### config.mk
export PLATFORM = sky130hd
export DESIGN_NAME = sorted_timer_queue_unit
export DESIGN_NICKNAME = d
export VERILOG_FILES = /design/src/stq_pkg.sv /design/src/stq_datapath.sv /design/src/stq_ctrl.sv /design/src/sorted_timer_queue_unit.sv
export SDC_FILE = /design/constraint.sdc
export NUM_CORES = 1
export LEC_CHECK = 0
export BUFFER_PORTS_ARGS = -buffer_cell sky130_fd_sc_hd__clkbuf_2
export CAP_MARGIN = 10
export CORE_MARGIN = 8
export CORE_UTILIZATION = 35
export DETAILED_ROUTE_END_ITERATION = 7
export PLACE_DENSITY = 0.63
export SLEW_MARGIN = 10
export SYNTH_ARGS = -nofsm -noshare
export SYNTH_HDL_FRONTEND = slang
export SYNTH_SLANG_ARGS = --single-unit
### constraint.sdc
create_clock -name aclk -period 3.75 [get_ports aclk]
set_input_delay 0.5625 -clock aclk [delete_from_list [all_inputs] [get_ports aclk]]
set_output_delay 0.5625 -clock aclk [all_outputs]
set_load 0.005 [all_outputs]
### src/stq_pkg.sv
`timescale 1ns / 1ps
// shared types and constants for the sorted timer queue
package stq_pkg;

    localparam int MAX_TIMERS_DEF = 16;
    localparam int ID_COUNT       = 16;
    localparam int ID_W           = 4;
    localparam int TMO_W          = 31;
    localparam int CNT_OUT_W      = 5;

    localparam logic CMD_ADD    = 1'b0;
    localparam logic CMD_REMOVE = 1'b1;

    typedef enum logic [1:0] {
        ST_OK   = 2'd0,
        ST_DUP  = 2'd1,
        ST_NEG  = 2'd2,
        ST_FULL = 2'd3
    } status_t;

    typedef enum logic [1:0] {
        RD_HEAD,
        RD_PREV,
        RD_CUR
    } rd_sel_t;

    typedef enum logic [2:0] {
        S_IDLE,
        S_CHECK,
        S_ADD_RD,
        S_ADD_CMP,
        S_REM_RD,
        S_REM_CMP,
        S_HEAD_RD,
        S_HEAD_WAIT
    } state_t;

    typedef struct packed {
        logic [ID_W-1:0]  id;
        logic [TMO_W-1:0] tmo;
    } entry_t;

    // controller to datapath
    typedef struct packed {
        logic    load;
        logic    add_init;
        logic    rem_init;
        rd_sel_t rd_sel;
        logic    wr_new;
        logic    wr_shift;
        logic    rem_step;
        logic    rem_fin;
        logic    set_status;
        status_t status_code;
        logic    out_load;
    } ctl_cmd_t;

    // datapath to controller
    typedef struct packed {
        logic is_remove;
        logic neg;
        logic queued;
        logic full;
        logic k_zero;
        logic k_end;
        logic later;
    } dp_stat_t;

endpackage

### src/stq_datapath.sv
`timescale 1ns / 1ps
// list memory, counters, id flags and result registers of the timer queue
module stq_datapath #(
    parameter int MAX_TIMERS = stq_pkg::MAX_TIMERS_DEF
) (
    input  logic                         aclk,
    input  logic                         aresetn,
    input  stq_pkg::ctl_cmd_t            ctl,
    output stq_pkg::dp_stat_t            stat,
    input  logic                         in_cmd,
    input  logic [stq_pkg::ID_W-1:0]     in_id,
    input  logic signed [31:0]           in_timeout,
    output logic [1:0]                   out_status,
    output logic                         out_head_valid,
    output logic [stq_pkg::ID_W-1:0]     out_head_id,
    output logic [stq_pkg::TMO_W-1:0]    out_head_tmo,
    output logic [stq_pkg::CNT_OUT_W-1:0] out_count
);
    import stq_pkg::*;

    localparam int ADDR_W = (MAX_TIMERS > 1) ? $clog2(MAX_TIMERS) : 1;
    localparam int CNT_W  = $clog2(MAX_TIMERS + 1);

    entry_t mem [MAX_TIMERS];
    entry_t rdata_reg;

    logic              cmd_reg;
    logic [ID_W-1:0]   id_reg;
    logic              neg_reg;
    logic [TMO_W-1:0]  tmo_reg;
    logic [CNT_W-1:0]  k_reg, k_next;
    logic [CNT_W-1:0]  count_reg, count_next;
    logic [CNT_W-1:0]  km1;
    logic              found_reg, found_next;
    logic [ID_COUNT-1:0] flags_reg, flags_next;
    status_t           status_reg;

    logic              we;
    logic [ADDR_W-1:0] waddr;
    entry_t            wdata;
    logic [ADDR_W-1:0] raddr;

    logic [1:0]        ostat_reg;
    logic              ohv_reg;
    logic [ID_W-1:0]   oid_reg;
    logic [TMO_W-1:0]  otmo_reg;
    logic [CNT_OUT_W-1:0] ocnt_reg;

    assign km1 = k_reg - 1'b1;

    always_comb begin
        unique case (ctl.rd_sel)
            RD_PREV: raddr = km1[ADDR_W-1:0];
            RD_CUR:  raddr = k_reg[ADDR_W-1:0];
            default: raddr = '0;
        endcase
    end

    always_comb begin
        we    = 1'b0;
        waddr = k_reg[ADDR_W-1:0];
        wdata = rdata_reg;
        if (ctl.wr_new) begin
            we    = 1'b1;
            wdata = '{id: id_reg, tmo: tmo_reg};
        end else if (ctl.wr_shift) begin
            we = 1'b1;
        end else if (ctl.rem_step && found_reg) begin
            // close the gap left by the removed entry
            we    = 1'b1;
            waddr = km1[ADDR_W-1:0];
        end
    end

    always_ff @(posedge aclk) begin
        if (we) begin
            mem[waddr] <= wdata;
        end
        rdata_reg <= mem[raddr];
    end

    always_comb begin
        k_next     = k_reg;
        count_next = count_reg;
        found_next = found_reg;
        flags_next = flags_reg;
        if (ctl.add_init) begin
            k_next = count_reg;
        end
        if (ctl.rem_init) begin
            k_next     = '0;
            found_next = 1'b0;
        end
        if (ctl.wr_new) begin
            count_next         = count_reg + 1'b1;
            flags_next[id_reg] = 1'b1;
        end
        if (ctl.wr_shift) begin
            k_next = km1;
        end
        if (ctl.rem_step) begin
            k_next     = k_reg + 1'b1;
            found_next = found_reg | (rdata_reg.id == id_reg);
        end
        if (ctl.rem_fin) begin
            count_next         = count_reg - 1'b1;
            flags_next[id_reg] = 1'b0;
        end
    end

    always_ff @(posedge aclk) begin
        if (!aresetn) begin
            count_reg <= '0;
            flags_reg <= '0;
            found_reg <= 1'b0;
            k_reg     <= '0;
        end else begin
            count_reg <= count_next;
            flags_reg <= flags_next;
            found_reg <= found_next;
            k_reg     <= k_next;
        end
    end

    always_ff @(posedge aclk) begin
        if (ctl.load) begin
            cmd_reg <= in_cmd;
            id_reg  <= in_id;
            neg_reg <= in_timeout[31];
            tmo_reg <= in_timeout[TMO_W-1:0];
        end
        if (ctl.set_status) begin
            status_reg <= ctl.status_code;
        end
        if (ctl.out_load) begin
            ostat_reg <= status_reg;
            ohv_reg   <= (count_reg != '0);
            oid_reg   <= (count_reg != '0) ? rdata_reg.id : '0;
            otmo_reg  <= (count_reg != '0) ? rdata_reg.tmo : '0;
            ocnt_reg  <= CNT_OUT_W'(count_reg);
        end
    end

    assign stat.is_remove = (cmd_reg == CMD_REMOVE);
    assign stat.neg       = neg_reg;
    assign stat.queued    = flags_reg[id_reg];
    assign stat.full      = (count_reg >= CNT_W'(MAX_TIMERS));
    assign stat.k_zero    = (k_reg == '0);
    assign stat.k_end     = (k_reg == count_reg);
    assign stat.later     = (rdata_reg.tmo > tmo_reg);

    assign out_status     = ostat_reg;
    assign out_head_valid = ohv_reg;
    assign out_head_id    = oid_reg;
    assign out_head_tmo   = otmo_reg;
    assign out_count      = ocnt_reg;

endmodule

### src/stq_ctrl.sv
`timescale 1ns / 1ps
// command sequencer for the timer queue
module stq_ctrl (
    input  logic               aclk,
    input  logic               aresetn,
    input  logic               s_valid,
    output logic               s_ready,
    output logic               m_valid,
    input  logic               m_ready,
    output stq_pkg::ctl_cmd_t  ctl,
    input  stq_pkg::dp_stat_t  stat
);
    import stq_pkg::*;

    state_t state_reg, state_next;
    logic   ovalid_reg, ovalid_next;

    always_ff @(posedge aclk) begin
        if (!aresetn) begin
            state_reg  <= S_IDLE;
            ovalid_reg <= 1'b0;
        end else begin
            state_reg  <= state_next;
            ovalid_reg <= ovalid_next;
        end
    end

    always_comb begin
        state_next  = state_reg;
        ovalid_next = ovalid_reg;
        ctl         = '0;
        ctl.rd_sel  = RD_HEAD;
        s_ready     = 1'b0;
        if (ovalid_reg && m_ready) begin
            ovalid_next = 1'b0;
        end
        unique case (state_reg)
            S_IDLE: begin
                s_ready = 1'b1;
                if (s_valid) begin
                    ctl.load   = 1'b1;
                    state_next = S_CHECK;
                end
            end
            S_CHECK: begin
                ctl.set_status = 1'b1;
                if (stat.is_remove) begin
                    ctl.status_code = ST_OK;
                    if (stat.queued) begin
                        ctl.rem_init = 1'b1;
                        state_next   = S_REM_RD;
                    end else begin
                        state_next = S_HEAD_RD;
                    end
                end else if (stat.neg) begin
                    ctl.status_code = ST_NEG;
                    state_next      = S_HEAD_RD;
                end else if (stat.queued) begin
                    ctl.status_code = ST_DUP;
                    state_next      = S_HEAD_RD;
                end else if (stat.full) begin
                    ctl.status_code = ST_FULL;
                    state_next      = S_HEAD_RD;
                end else begin
                    ctl.status_code = ST_OK;
                    ctl.add_init    = 1'b1;
                    state_next      = S_ADD_RD;
                end
            end
            S_ADD_RD: begin
                if (stat.k_zero) begin
                    ctl.wr_new = 1'b1;
                    state_next = S_HEAD_RD;
                end else begin
                    ctl.rd_sel = RD_PREV;
                    state_next = S_ADD_CMP;
                end
            end
            S_ADD_CMP: begin
                // strictly later entries move up one slot
                if (stat.later) begin
                    ctl.wr_shift = 1'b1;
                    state_next   = S_ADD_RD;
                end else begin
                    ctl.wr_new = 1'b1;
                    state_next = S_HEAD_RD;
                end
            end
            S_REM_RD: begin
                if (stat.k_end) begin
                    ctl.rem_fin = 1'b1;
                    state_next  = S_HEAD_RD;
                end else begin
                    ctl.rd_sel = RD_CUR;
                    state_next = S_REM_CMP;
                end
            end
            S_REM_CMP: begin
                ctl.rem_step = 1'b1;
                state_next   = S_REM_RD;
            end
            S_HEAD_RD: begin
                state_next = S_HEAD_WAIT;
            end
            S_HEAD_WAIT: begin
                if (!ovalid_reg || m_ready) begin
                    ctl.out_load = 1'b1;
                    ovalid_next  = 1'b1;
                    state_next   = S_IDLE;
                end
            end
            default: begin
                state_next = S_IDLE;
            end
        endcase
    end

    assign m_valid = ovalid_reg;

endmodule

### src/sorted_timer_queue_unit.sv
`timescale 1ns / 1ps
// top level of the sorted timer queue
//
//  channel | ports                                             | dir | handshake
//  --------+---------------------------------------------------+-----+----------------
//  command | s_cmd s_timer_id s_timeout_ms                     | in  | s_valid/s_ready
//  result  | m_status m_head_valid m_head_id m_head_timeout_ms | out | m_valid/m_ready
//          | m_queued_count                                    |     |
//
// add moves every queued entry with a later timeout up one slot, then writes the new entry;
// remove of a queued timer steps through the whole list, moving each entry behind it down;
// other commands only read the head. the list memory has one read and one write port.
// aresetn clears the count and the per-id flags; the list memory is not cleared.
// the result sits in an output register, so a new word is taken while it waits.
module sorted_timer_queue_unit #(
    parameter int MAX_TIMERS = stq_pkg::MAX_TIMERS_DEF
) (
    input  logic                          aclk,
    input  logic                          aresetn,
    input  logic                          s_valid,
    output logic                          s_ready,
    input  logic                          s_cmd,
    input  logic [stq_pkg::ID_W-1:0]      s_timer_id,
    input  logic signed [31:0]            s_timeout_ms,
    output logic                          m_valid,
    input  logic                          m_ready,
    output logic [1:0]                    m_status,
    output logic                          m_head_valid,
    output logic [stq_pkg::ID_W-1:0]      m_head_id,
    output logic [stq_pkg::TMO_W-1:0]     m_head_timeout_ms,
    output logic [stq_pkg::CNT_OUT_W-1:0] m_queued_count
);
    import stq_pkg::*;

    ctl_cmd_t ctl;
    dp_stat_t stat;

    stq_ctrl u_ctrl (
        .aclk    (aclk),
        .aresetn (aresetn),
        .s_valid (s_valid),
        .s_ready (s_ready),
        .m_valid (m_valid),
        .m_ready (m_ready),
        .ctl     (ctl),
        .stat    (stat)
    );

    stq_datapath #(
        .MAX_TIMERS (MAX_TIMERS)
    ) u_dp (
        .aclk           (aclk),
        .aresetn        (aresetn),
        .ctl            (ctl),
        .stat           (stat),
        .in_cmd         (s_cmd),
        .in_id          (s_timer_id),
        .in_timeout     (s_timeout_ms),
        .out_status     (m_status),
        .out_head_valid (m_head_valid),
        .out_head_id    (m_head_id),
        .out_head_tmo   (m_head_timeout_ms),
        .out_count      (m_queued_count)
    );

`ifndef SYNTHESIS
    a_head_matches_count: assert property (@(posedge aclk) disable iff (!aresetn)
        m_valid |-> (m_head_valid == (m_queued_count != '0)))
        else $error("head valid disagrees with queued count");

    a_busy_after_accept: assert property (@(posedge aclk) disable iff (!aresetn)
        (s_valid && s_ready) |=> !s_ready)
        else $error("new word taken while a command is in progress");

    a_full_count: assert property (@(posedge aclk) disable iff (!aresetn)
        (m_valid && (m_status == ST_FULL)) |-> (m_queued_count == CNT_OUT_W'(MAX_TIMERS)))
        else $error("queue full reported below capacity");

    a_no_write_idle: assert property (@(posedge aclk) disable iff (!aresetn)
        s_ready |-> !(ctl.wr_new || ctl.wr_shift || ctl.rem_step || ctl.rem_fin))
        else $error("list update while idle");
`endif

endmodule
After elaboration in Yosys (flattened, before gate mapping)
Memory sizes are Yosys's and may differ from the RTL's. A register that Yosys moved wholly into a read port is not among the register bits. Index checks and enable logic that the tools add are counted.

Bits in registers: 113. Memories: 1. Word-level logic and storage cells: 124. Input port bits: 41. Output and inout port bits: 45. Bits in writable memories: 560.

Multiplexer cells: 66. Reductions and logical operators: 14. Add/subtract/negate cells: 4. Magnitude comparators: 4. Bitwise logic cells: 5. Equal/unequal tests: 13.

Memory list: u_dp.mem (words 16, width 35, read ports 1, clocked after memory_dff 1, write ports 1, RTL line stq_datapath.sv:24) `entry_t mem [MAX_TIMERS];`.

Operators by type and width (number): $mux W35 (1); $mux W16 (2); $gt A31 B31 Y1 (1); $mux W1 (31); $mux W5 (6); $mux W3 (9); $pmux W3 S8 (1); $and A16 B16 Y16 (1); $mux W2 (8); $not A16 Y16 (1); $or A16 B16 Y16 (1); $eq A3 B3 Y1 const B (4); $mux W4 (3); $add A5 B1 Y5 const B (2); $sub A5 B1 Y5 const B (2); $pmux W4 S2 (1); $eq A3 B2 Y1 const B (2); $eq A5 B5 Y1 (1); $ge A5 B5 Y1 const B (1); $logic_not A5 Y1 (1); $lt A4 B5 Y1 const B (1); $reduce_bool A5 Y1 (1); $bmux W1 S4 (1); $demux W1 S4 (1); 20 further kinds (23).

Logic depth before layout (Yosys ltp)
Depth in word-level cells: 10. Depth in mapped cells: 17. Gate-level depth less buffers: 14.

Modules after synthesis
A second synthesis with hierarchy kept.

Cell total of the unflattened synthesis: 1516. Area, all modules: 28260.9 um^2.

Modules (own cells, without submodules): stq_datapath (cells each 1467, seq. area each 20519.7 um^2, times used 1, area each 27889.2 um^2); stq_ctrl (cells each 49, seq. area each 80.1 um^2, times used 1, area each 371.6 um^2).

Least setup slack after synthesis
OpenSTA, ideal clock, no wires.

Kind: register -> register. Start point: register u_ctrl.state_reg[2]. End point: memory u_dp.mem[10][0] (netlist name), enable pin. Buffers on the path: 2. Data required time: 3323 ps. Cell stages (with the launch flop): 10. Period minus slack after synthesis: 3832 ps. Arrival: 3405 ps. Setup slack: -82 ps. Cell sequence: dfxtp_1 -> clkbuf_1 -> nand2b_1 -> nor2_1 -> and2_1 -> clkbuf_1 -> a21boi_0 -> o21ai_0 -> nand2_1 -> nor2_1.

Word-level cells in the longest chain between the ends: 8. Elaborated cells on any way between the ends: 15.

Ends and longest elaborated chain: start, declared (RTL line stq_ctrl.sv:15) `state_t state_reg, state_next;`; start signal, assigned (RTL line stq_ctrl.sv:23) `state_reg <= state_next;`; $eq A3 B3 Y1 (RTL line stq_ctrl.sv:37) `unique case (state_reg)`; $mux W1 (RTL line stq_ctrl.sv:37); $logic_and A1 B1 Y1 (RTL line stq_datapath.sv:68) `end else if (ctl.rem_step && found_reg) begin`; $mux W1 (RTL line stq_datapath.sv:68); $mux W1 (RTL line stq_datapath.sv:66) `end else if (ctl.wr_shift) begin`; $mux W1 (RTL line stq_datapath.sv:63) `if (ctl.wr_new) begin`; $mux W1 (RTL line stq_datapath.sv:76) `if (we) begin`; $mux W1 (not written as such) (RTL line stq_datapath.sv:77) `mem[waddr] <= wdata;`; end, declared (RTL line stq_datapath.sv:24).

Parallel ways exist; a longest one is shown, timed or not.

Worst setup path after layout
Start point: register u_ctrl.state_reg[1]. End point: memory u_dp.mem[3][8] (netlist name), enable pin.

The elaborated chain is that of the path after synthesis.

==> metrics.txt <==
# TYPE chip_impl_metric gauge
chip_impl_info{name="result_of_the_run",value="complete, no violations"} 1
chip_impl_info{name="layout_commonest_cell",value="edfxtp_1"} 1
chip_impl_metric{name="placed_area",unit="um2"} 30590
chip_impl_metric{name="maxSlewHeadroom",unit="%"} 19.10
chip_impl_metric{name="gp_congestion",unit=""} 0.7774
chip_impl_metric{name="synth_simple_gate_area_share",unit="%"} 5.173
chip_impl_info{name="synth_top_flop_cell",value="edfxtp_1"} 1
chip_impl_metric{name="antenna_found_initial",unit=""} 2
chip_impl_metric{name="ant_nets",unit=""} 0
chip_impl_metric{name="drt-initial-drc-count",unit=""} 1537
chip_impl_metric{name="synth_area",unit="um2"} 28030
chip_impl_metric{name="synth_xor_xnor_area_share",unit="%"} 0.5312
chip_impl_metric{name="fin_area",unit="um2"} 33000
chip_impl_metric{name="synth.area.mux_share",unit="%"} 13.19
chip_impl_metric{name="io-pin-count",unit=""} 86
chip_impl_metric{name="synth_cell_types",unit=""} 58
chip_impl_metric{name="floorplan.rows",unit=""} 103
chip_impl_info{name="hold_path.startpoint",value="s_timeout_ms[27]"} 1
chip_impl_metric{name="timing.reg2reg.setup_slack",unit="ns"} 0.15
chip_impl_metric{name="syn_inst",unit=""} 1542
chip_impl_metric{name="detail_route.vias_per_cell",unit=""} 5.240
chip_impl_metric{name="synth_edf_count",unit=""} 642
chip_impl_metric{name="wl_met3",unit="um"} 5191
chip_impl_metric{name="crit_required",unit="ns"} 4.05
chip_impl_metric{name="die_area",unit="um2"} 89400
chip_impl_metric{name="placeableCoreArea",unit="um2"} 79130
chip_impl_info{name="worstReg2RegStart",value="u_ctrl.state_reg[1]"} 1
chip_impl_info{name="startpoint_type",value="flop"} 1
chip_impl_metric{name="drt_pass1_iterations",unit=""} 5
chip_impl_metric{name="power_density",unit="nW/um2"} 701.8
chip_impl_metric{name="routed_met1_length",unit="um"} 28250
chip_impl_metric{name="dp_slack",unit="ns"} -0.1842
chip_impl_metric{name="max_clock_freq",unit="GHz"} 0.2778
chip_impl_metric{name="global_route.usage.total",unit="%"} 15.21
chip_impl_metric{name="finalSetupTns",unit="ns"} 0
chip_impl_metric{name="synth.yosys.warnings",unit=""} 0
chip_impl_metric{name="overflow",unit=""} 0
chip_impl_info{name="highest_layer",value="met4"} 1
chip_impl_metric{name="final.hold.worst_slack",unit="ns"} 0.1245
chip_impl_metric{name="routedWlPerCell",unit="um"} 24.35
chip_impl_info{name="timing.setup.critical_path_class",value="reg -> reg"} 1
chip_impl_metric{name="htree_num_levels",unit=""} 3
chip_impl_metric{name="ys_ff_latch",unit=""} 708
chip_impl_metric{name="drt_wl_total",unit="um"} 68590
chip_impl_metric{name="clkSlewWorstSetupHoldPaths",unit="ns"} 0.06
chip_impl_metric{name="post_synth_fa_ha_maj_area_fraction",unit="%"} 1.768
chip_impl_metric{name="port_buffers",unit=""} 85
chip_impl_metric{name="synth.net_count",unit=""} 1622
chip_impl_metric{name="timing.final.setup_violations",unit=""} 0
chip_impl_metric{name="cts_buffer_depth",unit=""} 3
chip_impl_info{name="min_delay_worst_endpoint",value="u_dp.tmo_reg[27]"} 1
chip_impl_info{name="clock-root-buffer",value="clkbuf_16"} 1
chip_impl_metric{name="hpwlAfterDp",unit="um"} 40660
chip_impl_metric{name="worst_ep_arrival_time",unit="ns"} 3.90
chip_impl_metric{name="worst_pin_slew",unit="ns"} 1.201
chip_impl_metric{name="worst_clock_skew",unit="ns"} 0.02409
chip_impl_metric{name="first_pass_grt_wire_length",unit="um"} 102200
chip_impl_info{name="reg2reg_to",value="u_dp.mem[3][8]"} 1
chip_impl_metric{name="fin_ws",unit="ns"} 0.1508
chip_impl_info{name="capturing_element_type_of_the_critical_path",value="flop"} 1
chip_impl_metric{name="worst_skew_pair.late_latency",unit="ns"} 0.62
chip_impl_metric{name="largest_reg_flops",unit=""} 560
chip_impl_metric{name="async_flop_share",unit="%"} 0
chip_impl_metric{name="layout.core_utilization",unit="%"} 41.71
chip_impl_metric{name="post_route_clock_period_utilization",unit="%"} 95.98
chip_impl_info{name="synth_top_family_by_area",value="multiplexers"} 1
chip_impl_metric{name="met2_wl_post_dr",unit="um"} 33760
chip_impl_metric{name="drc",unit=""} 0
chip_impl_metric{name="route.vias.total",unit=""} 14760
chip_impl_metric{name="syn-mean-instance-area",unit="um2"} 18.18
chip_impl_metric{name="timing.final.crit_period",unit="ns"} 3.599
chip_impl_metric{name="maxSlewViolCount",unit=""} 0
chip_impl_metric{name="finalHoldViolCount",unit=""} 0
chip_impl_metric{name="antenna_cells_inserted",unit=""} 0
chip_impl_metric{name="layout_overhead_on_the_synthesized_area",unit="%"} 17.73
chip_impl_metric{name="finish.net_count",unit=""} 1786
chip_impl_metric{name="ir_drop",unit="V"} 0.0004301
chip_impl_metric{name="cap_violations",unit=""} 0
chip_impl_metric{name="synth-compound-area-share",unit="%"} 4.084
chip_impl_metric{name="p_leak",unit="nW"} 10.93
chip_impl_metric{name="clock_sinks",unit=""} 708
chip_impl_metric{name="grt_pass1_vias",unit=""} 15530
chip_impl_info{name="min_path_type",value="in -> reg"} 1
chip_impl_metric{name="post_route_cells_drive_above_1_share",unit="%"} 28.24
chip_impl_metric{name="die_h",unit="um"} 299.0
chip_impl_metric{name="synth-seq-area-share",unit="%"} 73.49
chip_impl_metric{name="grt_max_degree",unit=""} 58
chip_impl_info{name="final_cell_mix",value="642 x edfxtp_1, 145 x mux4_2, 100 x nand2_1, 85 x clkbuf_2, 76 x clkbuf_16"} 1
chip_impl_metric{name="die_x",unit="um"} 299.0
chip_impl_info{name="tritoncts",value="done"} 1
chip_impl_metric{name="worstRegToRegCells",unit=""} 7
chip_impl_metric{name="whs_path_cells",unit=""} 1
chip_impl_metric{name="start_util",unit="%"} 35.43
chip_impl_metric{name="crit_path_max_fanout",unit=""} 11
chip_impl_metric{name="tritoncts.num_buffers",unit=""} 74
## worst max path at each step
| stage | slack [ns] | to | from | depth (start not counted) |
|---|---|---|---|---|
| after global routing | -0.01 | u_dp.rdata_reg[21] | u_dp.count_reg[3] | 13 |
| final | 0.15 | u_dp.mem[3][8] | u_ctrl.state_reg[1] | 7 |
| after floorplan | -0.08 | u_dp.mem[10][0] | u_ctrl.state_reg[2] | 9 |
| after global placement | -0.13 | u_dp.mem[1][0] | u_dp.tmo_reg[30] | 11 |
| after CTS | 0.06 | u_dp.mem[1][0] | u_dp.tmo_reg[30] | 11 |
| after detailed placement | -0.18 | u_dp.mem[11][0] | u_dp.tmo_reg[30] | 11 |
## synthesized netlist by cell type, types with 2 or more instances
cell / instances / area share, %
a211oi_1: 37 / 0.99
a21o_1: 3 / 0.080
a21oi_1: 29 / 0.52
a221oi_1: 4 / 0.12
a22oi_1: 2 / 0.054
a31oi_1: 56 / 1.2
and2_1: 40 / 0.89
and3_1: 2 / 0.045
buf_2: 20 / 0.36
clkbuf_1: 56 / 0.75
dfxtp_1: 66 / 4.7
edfxtp_1: 642 / 69
ha_1: 38 / 1.7
inv_1: 45 / 0.60
mux2_2: 34 / 1.4
mux2i_1: 5 / 0.18
mux4_2: 145 / 12
nand2_1: 100 / 1.3
nand2b_1: 6 / 0.13
nand3_1: 9 / 0.16
nand3b_1: 2 / 0.054
nand4_1: 4 / 0.089
nor2_1: 60 / 0.80
nor2b_1: 43 / 0.96
nor3_1: 12 / 0.21
nor4_1: 4 / 0.089
o21ai_0: 28 / 0.50
o221a_2: 2 / 0.080
or2_2: 2 / 0.045
or3_1: 2 / 0.045
or4_1: 2 / 0.054
xnor2_1: 7 / 0.22
xor2_1: 10 / 0.31
## where the power goes
part / internal, mW / switching [mW]
clock: 4.18 / 3.03
combinational: 1.80 / 3.11
sequential: 10.6 / 0.452
## layout make-up
class | instances | area [um2]
clock buffer | 92 | 1972
tap | 1050 | 1314
sequential | 708 | 20600
inverter | 45 | 168.9
fill | 7032 | 46130
multi-input combinational | 711 | 7143
timing repair buffer | 166 | 1384
clock inverter | 45 | 419.2
## routing by layer
| layer | GRT usage (%) | up-vias |
|---|---|---|
| met5 | 0 | - |
| met4 | 4.710 | 0 |
| met3 | 3.579 | 89 |
| met2 | 25.09 | 562 |
| met1 | 19.89 | 7653 |
| li1 | - | 6457 |
## per-stage QoR
stage          std cells  power [mW]
6_report            2817       23.16
5_1_grt             2817       24.17
4_1_cts             2817       23.34
3_5_place_dp        2680       16.09
3_3_place_gp        2680       15.89
2_1_floorplan       1542       14.13
## cell families (layout without fill, tap and decap cells)
kind of cell	Yosys count	in the layout
AO/OA/AOI/OAI	176	176
XOR/XNOR	17	17
adder cells (fa/ha/maj)	39	39
buffers and inverters	123	348
flip-flops	708	708
multiplexers	184	184
AND/OR/NAND/NOR	295	295
## timing repair
item | CTS | global route
hold endpoints to repair | 0 | 0
endpoints found under the setup margin | 292 | 37
hold buffers | 0 | 0
buffers inserted | 0 | 0
gates resized for setup | 1 | 5
## critical path, cell delays in order (launching register included)
cell	delay (ns)
dfxtp_1	0.51
nor2b_1	0.52
o21ai_0	0.60
a21boi_0	0.30
o21ai_0	0.27
nand2_1	0.30
nor2_4	0.47
buf_4	0.31
(Power assumes the default switching activity.)
